## src/rtl/bswt_pkg.sv

```systemverilog
// Package for the block stream window tracker: sizes, payload structs, codes.
// No dependencies.
package bswt_pkg;
  localparam int MAX_STREAMS = 16;
  localparam int WINDOW_BITS = 256;
  localparam int ADDR_W = 48;
  localparam int IDX_W = $clog2(MAX_STREAMS);
  localparam int DIST_W = $clog2(WINDOW_BITS);
  localparam logic [ADDR_W-1:0] ADDR_MAX = {ADDR_W{1'b1}};
  localparam logic [7:0] FIELD_LIMIT = 8'd255;

  localparam logic OP_CHECK = 1'b0;
  localparam logic OP_FETCHED = 1'b1;

  localparam logic [1:0] ERR_NONE = 2'd0;
  localparam logic [1:0] ERR_FULL = 2'd1;
  localparam logic [1:0] ERR_FETCH = 2'd2;

  typedef struct packed {
    logic operation;
    logic [ADDR_W-1:0] block_address;
  } in_item_t;

  typedef struct packed {
    logic ready_res;
    logic [7:0] request_offset;
    logic [7:0] request_count;
    logic [1:0] error;
  } out_item_t;
endpackage

```

## src/rtl/bswt_queue.sv

```systemverilog
// Two-entry item queue between the front and back parts.
// Depends on bswt_pkg.
module bswt_queue (
  input  logic clk,
  input  logic rst,
  input  logic in_valid,
  output logic in_ready,
  input  bswt_pkg::in_item_t in_data,
  output logic out_valid,
  input  logic out_ready,
  output bswt_pkg::in_item_t out_data
);
  import bswt_pkg::*;
  in_item_t slot [2];
  logic wr_ptr, rd_ptr;
  logic [1:0] count;
  logic push, pop;

  assign in_ready = count != 2'd2;
  assign out_valid = count != 2'd0;
  assign out_data = slot[rd_ptr];
  assign push = in_valid && in_ready;
  assign pop = out_valid && out_ready;

  always_ff @(posedge clk) begin
    if (push) slot[wr_ptr] <= in_data;
    if (rst) begin
      wr_ptr <= 1'b0;
      rd_ptr <= 1'b0;
      count <= 2'd0;
    end else begin
      if (push) wr_ptr <= ~wr_ptr;
      if (pop) rd_ptr <= ~rd_ptr;
      count <= count + {1'b0, push} - {1'b0, pop};
    end
  end
endmodule

```

## src/rtl/bswt_front.sv

```systemverilog
// Front part: takes input items, masks the operation code and queues them.
// Depends on bswt_pkg and bswt_queue.
module bswt_front (
  input  logic clk,
  input  logic rst,
  input  logic in_valid,
  output logic in_ready,
  input  bswt_pkg::in_item_t in_data,
  output logic q_valid,
  input  logic q_ready,
  output bswt_pkg::in_item_t q_data
);
  import bswt_pkg::*;
  in_item_t cls;
  always_comb begin
    cls = in_data;
    cls.operation = (in_data.operation == OP_FETCHED) ? OP_FETCHED : OP_CHECK;
  end
  bswt_queue u_queue (
    .clk(clk), .rst(rst),
    .in_valid(in_valid), .in_ready(in_ready), .in_data(cls),
    .out_valid(q_valid), .out_ready(q_ready), .out_data(q_data)
  );
endmodule

```

## config.mk

```make
export PLATFORM = sky130hd
export DESIGN_NAME = bswt_front
export DESIGN_NICKNAME = d
export VERILOG_FILES = /design/src/rtl/bswt_pkg.sv /design/src/rtl/bswt_queue.sv /design/src/rtl/bswt_front.sv
export SDC_FILE = /design/constraint.sdc
export NUM_CORES = 1
export LEC_CHECK = 0
export BUFFER_PORTS_ARGS = -buffer_cell sky130_fd_sc_hd__buf_2
export CAP_MARGIN = 5
export CORE_MARGIN = 8
export CORE_UTILIZATION = 50
export CTS_CLUSTER_DIAMETER = 150
export DETAILED_ROUTE_END_ITERATION = 8
export PLACE_DENSITY_LB_ADDON = 0.05
export SLEW_MARGIN = 20
export SYNTH_ARGS = -nofsm -noshare
export SYNTH_HDL_FRONTEND = slang
export SYNTH_HIERARCHICAL = 1
export SYNTH_SLANG_ARGS = --single-unit
```

## constraint.sdc

```tcl
create_clock -name clk -period 3.7 [get_ports clk]
set_input_delay 0.37 -clock clk [delete_from_list [all_inputs] [get_ports clk]]
set_output_delay 0.37 -clock clk [all_outputs]
set_load 0.01 [all_outputs]
```

Word level (Yosys, flattened, before mapping):

Memory sizes are Yosys's and may differ from the RTL's. A register that Yosys moved wholly into a read port is not among the register bits.
Cells that the tools add are included.

* memories: 1
* bits in writable memories: 98
* output and inout port bits: 51
* word-level logic and storage cells: 17
* input port bits: 53
* register bits after elaboration: 4

Memories
* u_queue.slot: depth 2, width 49, read ports 1, clocked after memory_dff 1, write ports 1, line bswt_queue.sv:14 `in_item_t slot [2];`

* reductions and logical operators: 3
* bitwise logic cells: 2
* equality and inequality tests: 1
* add/subtract/negate cells: 2
* muxes and demuxes: 5

Operator list (count)
* two-way mux 1 bit: 5
* adder 2 x 1 -> 2 bit: 1
* logical AND 1 bit: 2
* != test 2 bit, second input constant: 1
* NOT 1 bit: 2
* nonzero test 2 bit: 1
* subtractor 2 x 1 -> 2 bit: 1

Depth between registers and ports, before layout:

Gate-level depths: netlist of the first run.

* depth in word-level cells: 4
* gate-level depth with buffers: 8
* mapped depth without buffers: 8

Least setup slack after synthesis of the first run:

No wires, ideal clock.

* kind: reg2reg
* from: register u_queue.count[0]
* to: memory u_queue/slot[0][0] (netlist name), enable pin
* setup time: 0.456 ns
* data required time: 3.244 ns
* cell stages (with the launch flop): 4
* arrival: 2.657 ns
* setup slack: 0.587 ns
* path buffers: 0
* cells stage by stage: dfxtp_1 nand2b_2 nand2_1 nor2_1

* word-level cells in the longest chain between the ends: 4

Ends and longest elaborated chain
* start, declared: line bswt_queue.sv:16 `logic [1:0] count;`
* start signal, assigned: line bswt_queue.sv:34 `count <= count + {1'b0, push} - {1'b0, pop};`
* != test 2 bit: line bswt_queue.sv:19 `assign in_ready = count != 2'd2;`
* named net in_ready: line bswt_front.sv:7 `output logic in_ready,`
* logical AND 1 bit: line bswt_queue.sv:22 `assign push = in_valid && in_ready;`
* two-way mux 1 bit: line bswt_queue.sv:26 `if (push) slot[wr_ptr] <= in_data;`
* two-way mux 1 bit (implied by the code): line bswt_queue.sv:26
* end, declared: line bswt_queue.sv:14

The timed path passes the listed nets, and every way through them passes these cells.

==> results of run 1 <==
## final cells by class
| cell class | instances | area (um^2) |
|---|---|---|
| Clock inverter | 6 | 85.08 |
| Fill cell | 579 | 2899 |
| Clock buffer | 10 | 127.6 |
| Tap cell | 102 | 127.6 |
| Timing Repair Buffer | 108 | 553.0 |
| Sequential cell | 103 | 3047 |
| Inverter | 1 | 3.754 |
| Multi-Input combinational cell | 67 | 724.4 |
## per-stage QoR
stage	area (um^2)	total power, mW	hold WS, ns	util [%]
final	4668	3.022	0.2034	61.69
after detailed placement	4453	2.339	0.5169	58.85
after floorplan	3811	2.056	0.4416	-
after global placement	4453	2.326	0.4974	58.85
after CTS	4666	3.068	0.1901	61.66
after global routing	4668	3.164	0.1740	61.69
## worst min-delay path by stage
stage	endpoint
4_1_cts	u_queue/slot[1][5]$_DFFE_PP_
5_1_grt	u_queue/slot[1][1]$_DFFE_PP_
6_report	u_queue/slot[1][5]$_DFFE_PP_
3_5_place_dp	flop
3_3_place_gp	u_queue/rd_ptr$_SDFFE_PP0P_
2_1_floorplan	u_queue/count[0]$_SDFF_PP0_
## synth_stat cells
cell type	instances	share of area (%)
and3_1	1	0.16
buf_4	3	0.59
buf_6	1	0.30
buf_8	1	0.39
dfxtp_1	5	2.6
edfxtp_1	98	77
ha_1	2	0.66
inv_1	1	0.098
mux2_2	40	12
mux2_4	10	3.9
nand2_1	1	0.098
nand2b_2	1	0.23
nor2_1	5	0.49
nor2b_1	2	0.33
o21a_1	1	0.20
or2_2	1	0.16
xnor2_1	2	0.46
xor2_1	1	0.23
## cells by family (layout without fill, tap and decap cells)
logic type	Yosys count	count (layout)
mux	50	50
flops	103	103
fa+ha+maj	2	2
xor+xnor	3	3
compound gates	1	1
simple gates	11	11
buf+inv	6	125
## worst max-delay path, delay by kind of cell (launching register included)
| kind | cells | cell delay, ns |
|---|---|---|
| flip-flops | 1 | 0.76 |
| buffers and inverters | 2 | 0.41 |
| multiplexers | 1 | 0.34 |
## per-layer routing
layer	track usage [%]	vias to the layer above	routed length [um]
met5	0	-	0
met4	3.671	0	59
met3	4.819	6	490
met2	20.99	58	3338
met1	14.88	937	2779
li1	-	914	-
## power groups by stage
stage	combinational [mW]	sequential, mW	clock [mW]
3_5_place_dp	0.744	1.60	0
4_1_cts	0.748	1.57	0.751
3_3_place_gp	0.735	1.59	0
5_1_grt	0.784	1.59	0.791
2_1_floorplan	0.525	1.53	0
6_report	0.723	1.57	0.732
## sequential cells by signal (all words and copies together) (netlist names), named ones only
register and count:
u_queue/count 2, u_queue/slot 98, u_queue/rd_ptr 1, u_queue/wr_ptr 1
==> impl_metrics.ini, run 1 <==
[logic_synthesis]
synth.area.mux_share_pct = 15.76
synthSimpleGateAreaFrac_pct = 1.477
synth-xor-area-share_pct = 0.6894
yosysSeqAreaShare_pct = 79.84
synth-seq-cells = 103
syn_nets = 231
synth.distinct_cells = 18
netlist_instances = 176
synth_compound_area_share_pct = 0.1970
yosys_warnings = 6
synth_top_family_by_area = multiplexers
synth_adder_area_share_pct = 0.6566
syn_avg_cell_area_um2 = 21.65
synth_area_um2 = 3811

[final_layout]
final_nets = 345
layout_commonest_cell = buf_2
fin_cells = 397
layout-drive-gt1-share_pct = 60.00
layout_common_cells = buf_2 (103), edfxtp_1 (98), mux2_2 (40)
antenna_cells = 0
syn2layout_area_growth_pct = 22.49

[place]
gp_congestion = 0.6860
post-place-ws_ns = 1.480
place_inst = 381
place_hpwl_um = 4527
portBuffers = 103

[worst_setup_path]
worstSetupPathType = flop to output port
r2r_cells = 4
startpoint_type = flop
r2r_setup_slack_ns = 1.70
r2r_end = u_queue/slot[0][22]$_DFFE_PP_
cp_slowest_cell = dfxtp_4
cp.arrival_ns = 1.85
cp-endpoint = q_data[18]
rr_startpoint = u_queue/count[0]$_SDFF_PP0_
cp.required_ns = 3.33
cp_max_fo = 42
crit_path_end_kind = output port
crit_chain = buf_4, mux2_2, buf_2
max_stage_delay_ns = 0.76

[grt]
antenna_found_initial = 0
grt.total_usage_pct = 12.61
grt_pass1_wl_um = 9942
grt_pass1_vias = 2012
grt_max_degree = 43
grt-ovfl-total = 0

[power_and_ir_drop]
irDropWorstVdd_mv = 0.3642
p_leak_nw = 1.776
power.switching_uw = 801.4
intPower_mw = 2.220
powerDensity_nw_per_um2 = 647.3
seqPwrFrac_pct = 51.9
power_frac_comb_pct = 23.9
power_frac_clock_pct = 24.2
swShare_pct = 26.52

[flow_run]
drv_cap = 0

[clocking]
clk_path_buf_depth = 2
cts_resized = 0
post-cts-setup-buffers = 0
cts.sinks = 103
numCtsBuffers = 9
cts_root_buffer = clkbuf_8
h-tree-depth = 3
clock_latency_ns = 0.35
hold_buffers = 0
clk_pin_slew_worst_paths_ns = 0.09
cts_tree = built

[floorplanning]
num_rows = 32
core_um2 = 7567
dieWidth_um = 103.3
ios = 104
fp.dieH_um = 103.3
start_util_pct = 50.36
dieArea_um2 = 10670

[detailed_routing]
drt_iter0_drc = 87
firstDrtPassIters = 5
drtAntennaViolNets = 0
drt-total-wl_um = 6668
drt-wirelength-per-cell_um = 16.80
vias = 1915
drt-vias-per-instance = 4.824
drc = 0

[sta]
maxClockFrequency_mhz = 450.0
tightest_slew_ns = 0.8168
hold_viol_final = 0
relSlewSlack_pct = 45.42
tns_ns = 0
finalCriticalPeriod_ns = 2.222
maxSlewViolCount = 0
finalSetupViolCount = 0
skew_ns = 0.01010
fin_ws_ns = 1.478
timing.final.crit_share_pct = 60.07
rsz0062_at_grt = false

[worst_hold_path]
whs_path_depth = 1
min-delay-start = in_data[5]
hold_class = input pin to flop

[status]
run_status = complete, no violations
No activity file was read; power rests on OpenSTA's default activity.
==> inputs of run 2 (changes only) <==
--- a/config.mk
+++ b/config.mk
@@ -8,7 +8,7 @@
 export BUFFER_PORTS_ARGS = -buffer_cell sky130_fd_sc_hd__buf_2
 export CAP_MARGIN = 5
 export CORE_MARGIN = 8
-export CORE_UTILIZATION = 50
+export CORE_UTILIZATION = 47
 export CTS_CLUSTER_DIAMETER = 150
 export DETAILED_ROUTE_END_ITERATION = 8
 export PLACE_DENSITY_LB_ADDON = 0.05
==> constraint.sdc (replaced) <==
create_clock -name clk -period 1.98 [get_ports clk]
set_input_delay 0.198 -clock clk [delete_from_list [all_inputs] [get_ports clk]]
set_output_delay 0.198 -clock clk [all_outputs]
set_load 0.01 [all_outputs]
==> run 2 against run 1 <==
Clock-buffer cell count unchanged. Sequential share of layout area fell by 0.31 points. Cell count rose by 1.3%. Utilization decreased by 3.5 points. Final area is 0.40% higher. Sequential power rose by 79%. Critical path type unchanged. Largest cell class unchanged.
==> impl_metrics.ini, run 2 (synthesized netlist as in run 1, its figures left out) <==
[status]
run_status = complete, no violations

[clocking]
cts_tree = built
clock_latency_ns = 0.35
clk_path_buf_depth = 2
cts_resized = 0
clk_pin_slew_worst_paths_ns = 0.10
cts.sinks = 103
numCtsBuffers = 9
h-tree-depth = 3
cts_root_buffer = clkbuf_8

[worst_setup_path]
cp.arrival_ns = 1.59
worstSetupPathType = flop to output port
cp_max_fo = 27
crit_path_end_kind = output port
max_stage_delay_ns = 0.39
crit_chain = buf_4, mux2_2, buf_2
cp_slowest_cell = mux2_2
cp.required_ns = 1.78
startpoint_type = flop

[detailed_routing]
firstDrtPassIters = 4
drt-total-wl_um = 6666
drt-vias-per-instance = 4.761
drt_iter0_drc = 67
drc = 0
drtAntennaViolNets = 0
vias = 1914
drt-wirelength-per-cell_um = 16.58

[sta]
rsz0062_at_grt = false
finalSetupViolCount = 0
hold_viol_final = 0
skew_ns = 0.007866
timing.final.crit_share_pct = 90.06
maxSlewViolCount = 0
maxClockFrequency_mhz = 560.8
relSlewSlack_pct = 72.64
tns_ns = 0
tightest_slew_ns = 0.4104
finalCriticalPeriod_ns = 1.783

[floorplanning]
core_um2 = 8051
fp.dieH_um = 106.1
start_util_pct = 47.33
dieArea_um2 = 11250
ios = 104
dieWidth_um = 106.1
num_rows = 33

[final_layout]
largest_register_ffs = 98
antenna_cells = 0
fill_cells = 670
layout_common_cells = buf_2 (103), edfxtp_1 (98), mux2_2 (40)
syn2layout_area_growth_pct = 22.98
fin_cells = 402
stdcell_area_um2 = 4687
regMostFlops = u_queue/slot
largestRegisters = u_queue/slot x98, u_queue/count x2
layout_commonest_cell = buf_2
layout-drive-gt1-share_pct = 59.93
final_nets = 347

[power_and_ir_drop]
powerDensity_nw_per_um2 = 1205
irDropWorstVdd_mv = 0.6751
p_total_mw = 5.648
p_leak_nw = 1.786

[place]
place_hpwl_um = 4547
placed_cell_area_um2 = 4464
portBuffers = 103
gp_congestion = 0.6704
place_inst = 385

[grt]
grt.total_usage_pct = 11.90
grt-ovfl-total = 0
grt_pass1_wl_um = 10340
antenna_found_initial = 0
grt_pass1_vias = 2098
grt_max_degree = 30

[flow_run]
drv_cap = 0

[worst_hold_path]
hold_class = input pin to flop
==> run 2: metal layers <==
| layer | vias up | share of wire [%] | GRT usage [%] |
|---|---|---|---|
| li1 | 914 | - | - |
| met3 | 10 | 7.7 | 4.779 |
| met5 | - | 0 | 0 |
| met2 | 68 | 50 | 20.46 |
| met4 | 0 | 1.4 | 5.126 |
| met1 | 922 | 40 | 12.68 |
==> run 2: worst max-delay path, delay by kind of cell, from the launching register on <==
family	cells	cell delay, ns
buffers and inverters	2	0.50
DFF	1	0.33
muxes	1	0.39
==> run 2: what timing repair did <==
action,4_1_cts,5_1_grt
endpoints found under the hold margin,0,2
setup buffers,0,0
hold buffers,0,1
==> run 2: final timing paths <==
check                                   start                             to  slack [ns]  cells after the start
setup / recovery                         flop                      q_data[6]        0.20                      3
hold / removal                    in_data[42]  u_queue/slot[1][42]$_DFFE_PP_        0.03                      1
setup reg to reg  u_queue/count[0]$_SDFF_PP0_    u_queue/count[1]$_SDFF_PP0_        0.36                      8
hold reg to reg   u_queue/rd_ptr$_SDFFE_PP0P_    u_queue/rd_ptr$_SDFFE_PP0P_        0.53                      2
==> run 2: area by class of cell <==
class	instances	area, um^2	share of cell area (%)
timing repair buffer	110	570.5	12.17
sequential	103	3044	64.95
inverter	1	3.754	0.08009
tap	105	131.4	2.803
multi-input combinational	67	724.4	15.46
clock inverter	6	85.08	1.815
clock buffer	10	127.6	2.723
==> run 2: metrics by stage <==
stage	utilization [%]	hold slack, ns	setup WS, ns
after detailed placement	55.45	0.3896	0.3699
after global routing	58.21	0.001610	0.1211
after CTS	58.09	0.008974	0.1653
final	58.21	0.02709	0.1968
after global placement	55.45	0.3851	0.4291
after floorplan	-	0.2696	0.2101
==> run 2: power breakdown <==
part / leakage, nW / switching (mW) / internal (mW)
clock: 0.104 / 0.665 / 0.709
sequential: 0.957 / 0.0770 / 2.73
combinational: 0.724 / 0.755 / 0.708
==> inputs of run 3 (changes only) <==
--- a/config.mk
+++ b/config.mk
@@ -5,7 +5,7 @@
 export SDC_FILE = /design/constraint.sdc
 export NUM_CORES = 1
 export LEC_CHECK = 0
-export BUFFER_PORTS_ARGS = -buffer_cell sky130_fd_sc_hd__buf_2
+export BUFFER_PORTS_ARGS = -buffer_cell sky130_fd_sc_hd__buf_4
 export CAP_MARGIN = 5
 export CORE_MARGIN = 8
 export CORE_UTILIZATION = 47
==> run 3 against run 2 <==
Routed wire length up 0.77%. Clock skew about the same. Hold slack worse by 0.0021 ns. Register-to-register slack about the same. First-iteration DRC count down 6.0%. Cell count up 2.0%. Critical path type unchanged. Critical endpoint is now q_data[22].
==> impl_metrics.ini, run 3 (synthesized netlist as in run 1, its figures left out) <==
[worst_setup_path]
rr_startpoint = u_queue/count[0]$_SDFF_PP0_
cp.required_ns = 1.78
cp.arrival_ns = 1.60
cp_slowest_cell = mux2_2
crit_chain = buf_4, mux2_2, buf_4
r2r_end = u_queue/count[1]$_SDFF_PP0_
worstSetupPathType = flop to output port
r2r_setup_slack_ns = 0.35
crit_buf_inv = 2
critPathTopFamily = buffers and inverters
crit_path_end_kind = output port
max_stage_delay_ns = 0.40
startpoint_type = flop
crit_top_cell = buf_4
r2r_cells = 8
cp_max_fo = 27

[sta]
maxClockFrequency_mhz = 556.9
timing.final.crit_share_pct = 90.69
tightest_slew_ns = 0.4067
relSlewSlack_pct = 72.89
finalSetupViolCount = 0
rsz0062_at_grt = false
skew_ns = 0.007597
tns_ns = 0
finalCriticalPeriod_ns = 1.796
hold_viol_final = 0
hold_slack_ns = 0.02497
maxSlewViolCount = 0

[final_layout]
layout_commonest_cell = buf_4
largestRegisters = u_queue/slot x98, u_queue/count x2
stdcell_area_um2 = 5026
layout_common_cells = buf_4 (109), edfxtp_1 (98), mux2_2 (40)
layout-drive-gt1-share_pct = 58.36
antenna_cells = 0
fin_cells = 410
final_nets = 355
largest_register_ffs = 98
regMostFlops = u_queue/slot
syn2layout_area_growth_pct = 31.88

[detailed_routing]
drt-vias-per-instance = 4.722
drt_iter0_drc = 63
drtAntennaViolNets = 0
drt-total-wl_um = 6717
vias = 1936
drt-wirelength-per-cell_um = 16.38
drc = 0
firstDrtPassIters = 4

[clocking]
numCtsBuffers = 9
cts.sinks = 103
clock_latency_ns = 0.35
hold_buffers = 0
cts_tree = built
clk_path_buf_depth = 2
cts_resized = 0
clk_pin_slew_worst_paths_ns = 0.09
cts_root_buffer = clkbuf_8
h-tree-depth = 3
post-cts-setup-buffers = 0

[place]
gp_congestion = 0.6419
place_inst = 385
place_hpwl_um = 4637
portBuffers = 103
placed_cell_area_um2 = 4722

[grt]
grt.total_usage_pct = 11.84
grt_pass1_vias = 1975
grt_max_degree = 30
grt-ovfl-total = 0
antenna_found_initial = 0
grt_pass1_wl_um = 10180

[power_and_ir_drop]
powerDensity_nw_per_um2 = 1168
irDropWorstVdd_mv = 0.6908
p_leak_nw = 1.913

[flow_run]
drv_cap = 0

[floorplanning]
ios = 104
dieArea_um2 = 11250
num_rows = 33
dieWidth_um = 106.1
start_util_pct = 47.33
fp.dieH_um = 106.1
core_um2 = 8051

[worst_hold_path]
hold_class = input pin to flop
whs_path_depth = 1
hold_end = u_queue/slot[0][40]$_DFFE_PP_
min-delay-start = in_data[40]

[status]
run_status = complete, no violations
-- run 3: changes by cell type in the layout (fill, tap and decap cells not counted) --
cell | previous run | this run
clkbuf_1 | 1 | 2
clkinv_4 | 1 | 2
clkinv_1 | 1 | 0
clkinvlp_4 | 1 | 0
buf_4 | 6 | 109
dlygate4sd3_1 | 1 | 9
buf_2 | 103 | 0
-- run 3: layout make-up --
type | count | area, um^2
clock inverter | 5 | 82.58
fill | 620 | 3025
timing repair buffer | 118 | 908.4
inverter | 1 | 3.754
multi-input combinational | 67 | 724.4
tap | 105 | 131.4
sequential | 103 | 3044
clock buffer | 11 | 131.4
-- run 3: worst max path at each step --
| stage | start | endpoint | slack (ns) | cells past startpoint |
|---|---|---|---|---|
| after global routing | flop | q_data[26] | 0.1 | 3 |
| after global placement | u_queue/count[0]$_SDFF_PP0_ | u_queue/count[1]$_SDFF_PP0_ | 0.42 | 8 |
| after floorplan | u_queue/count[0]$_SDFF_PP0_ | u_queue/slot[0][0]$_DFFE_PP_ | 0.21 | 3 |
| after CTS | flop | q_data[22] | 0.14 | 3 |
| after detailed placement | u_queue/count[0]$_SDFF_PP0_ | u_queue/count[1]$_SDFF_PP0_ | 0.37 | 8 |
| final | flop | q_data[22] | 0.18 | 3 |
-- run 3: report_power, final --
part / switching, mW / total [mW] / internal [mW]
Combinational: 0.776 / 1.69 / 0.912
Sequential: 0.0762 / 2.81 / 2.73
Clock: 0.656 / 1.37 / 0.716
Total: 1.51 / 5.87 / 4.36
-- run 3: per-layer routing --
layer | vias up | part of all wire, % | global-route usage [%]
met4 | 0 | 1.8 | 5.729
met3 | 12 | 6.9 | 4.416
met5 | - | 0 | 0
li1 | 930 | - | -
met2 | 65 | 49 | 18.77
met1 | 929 | 43 | 13.97
-- run 3: through the flow --
stage               utilization, %  setup slack, ns  total power [mW]
finish                       62.42           0.1844             5.870
CTS                          61.31           0.1398             5.952
floorplan                        -           0.2101             3.835
global placement             58.65           0.4218             4.568
global route                 62.42          0.09746             6.170
detailed placement           58.65           0.3719             4.574
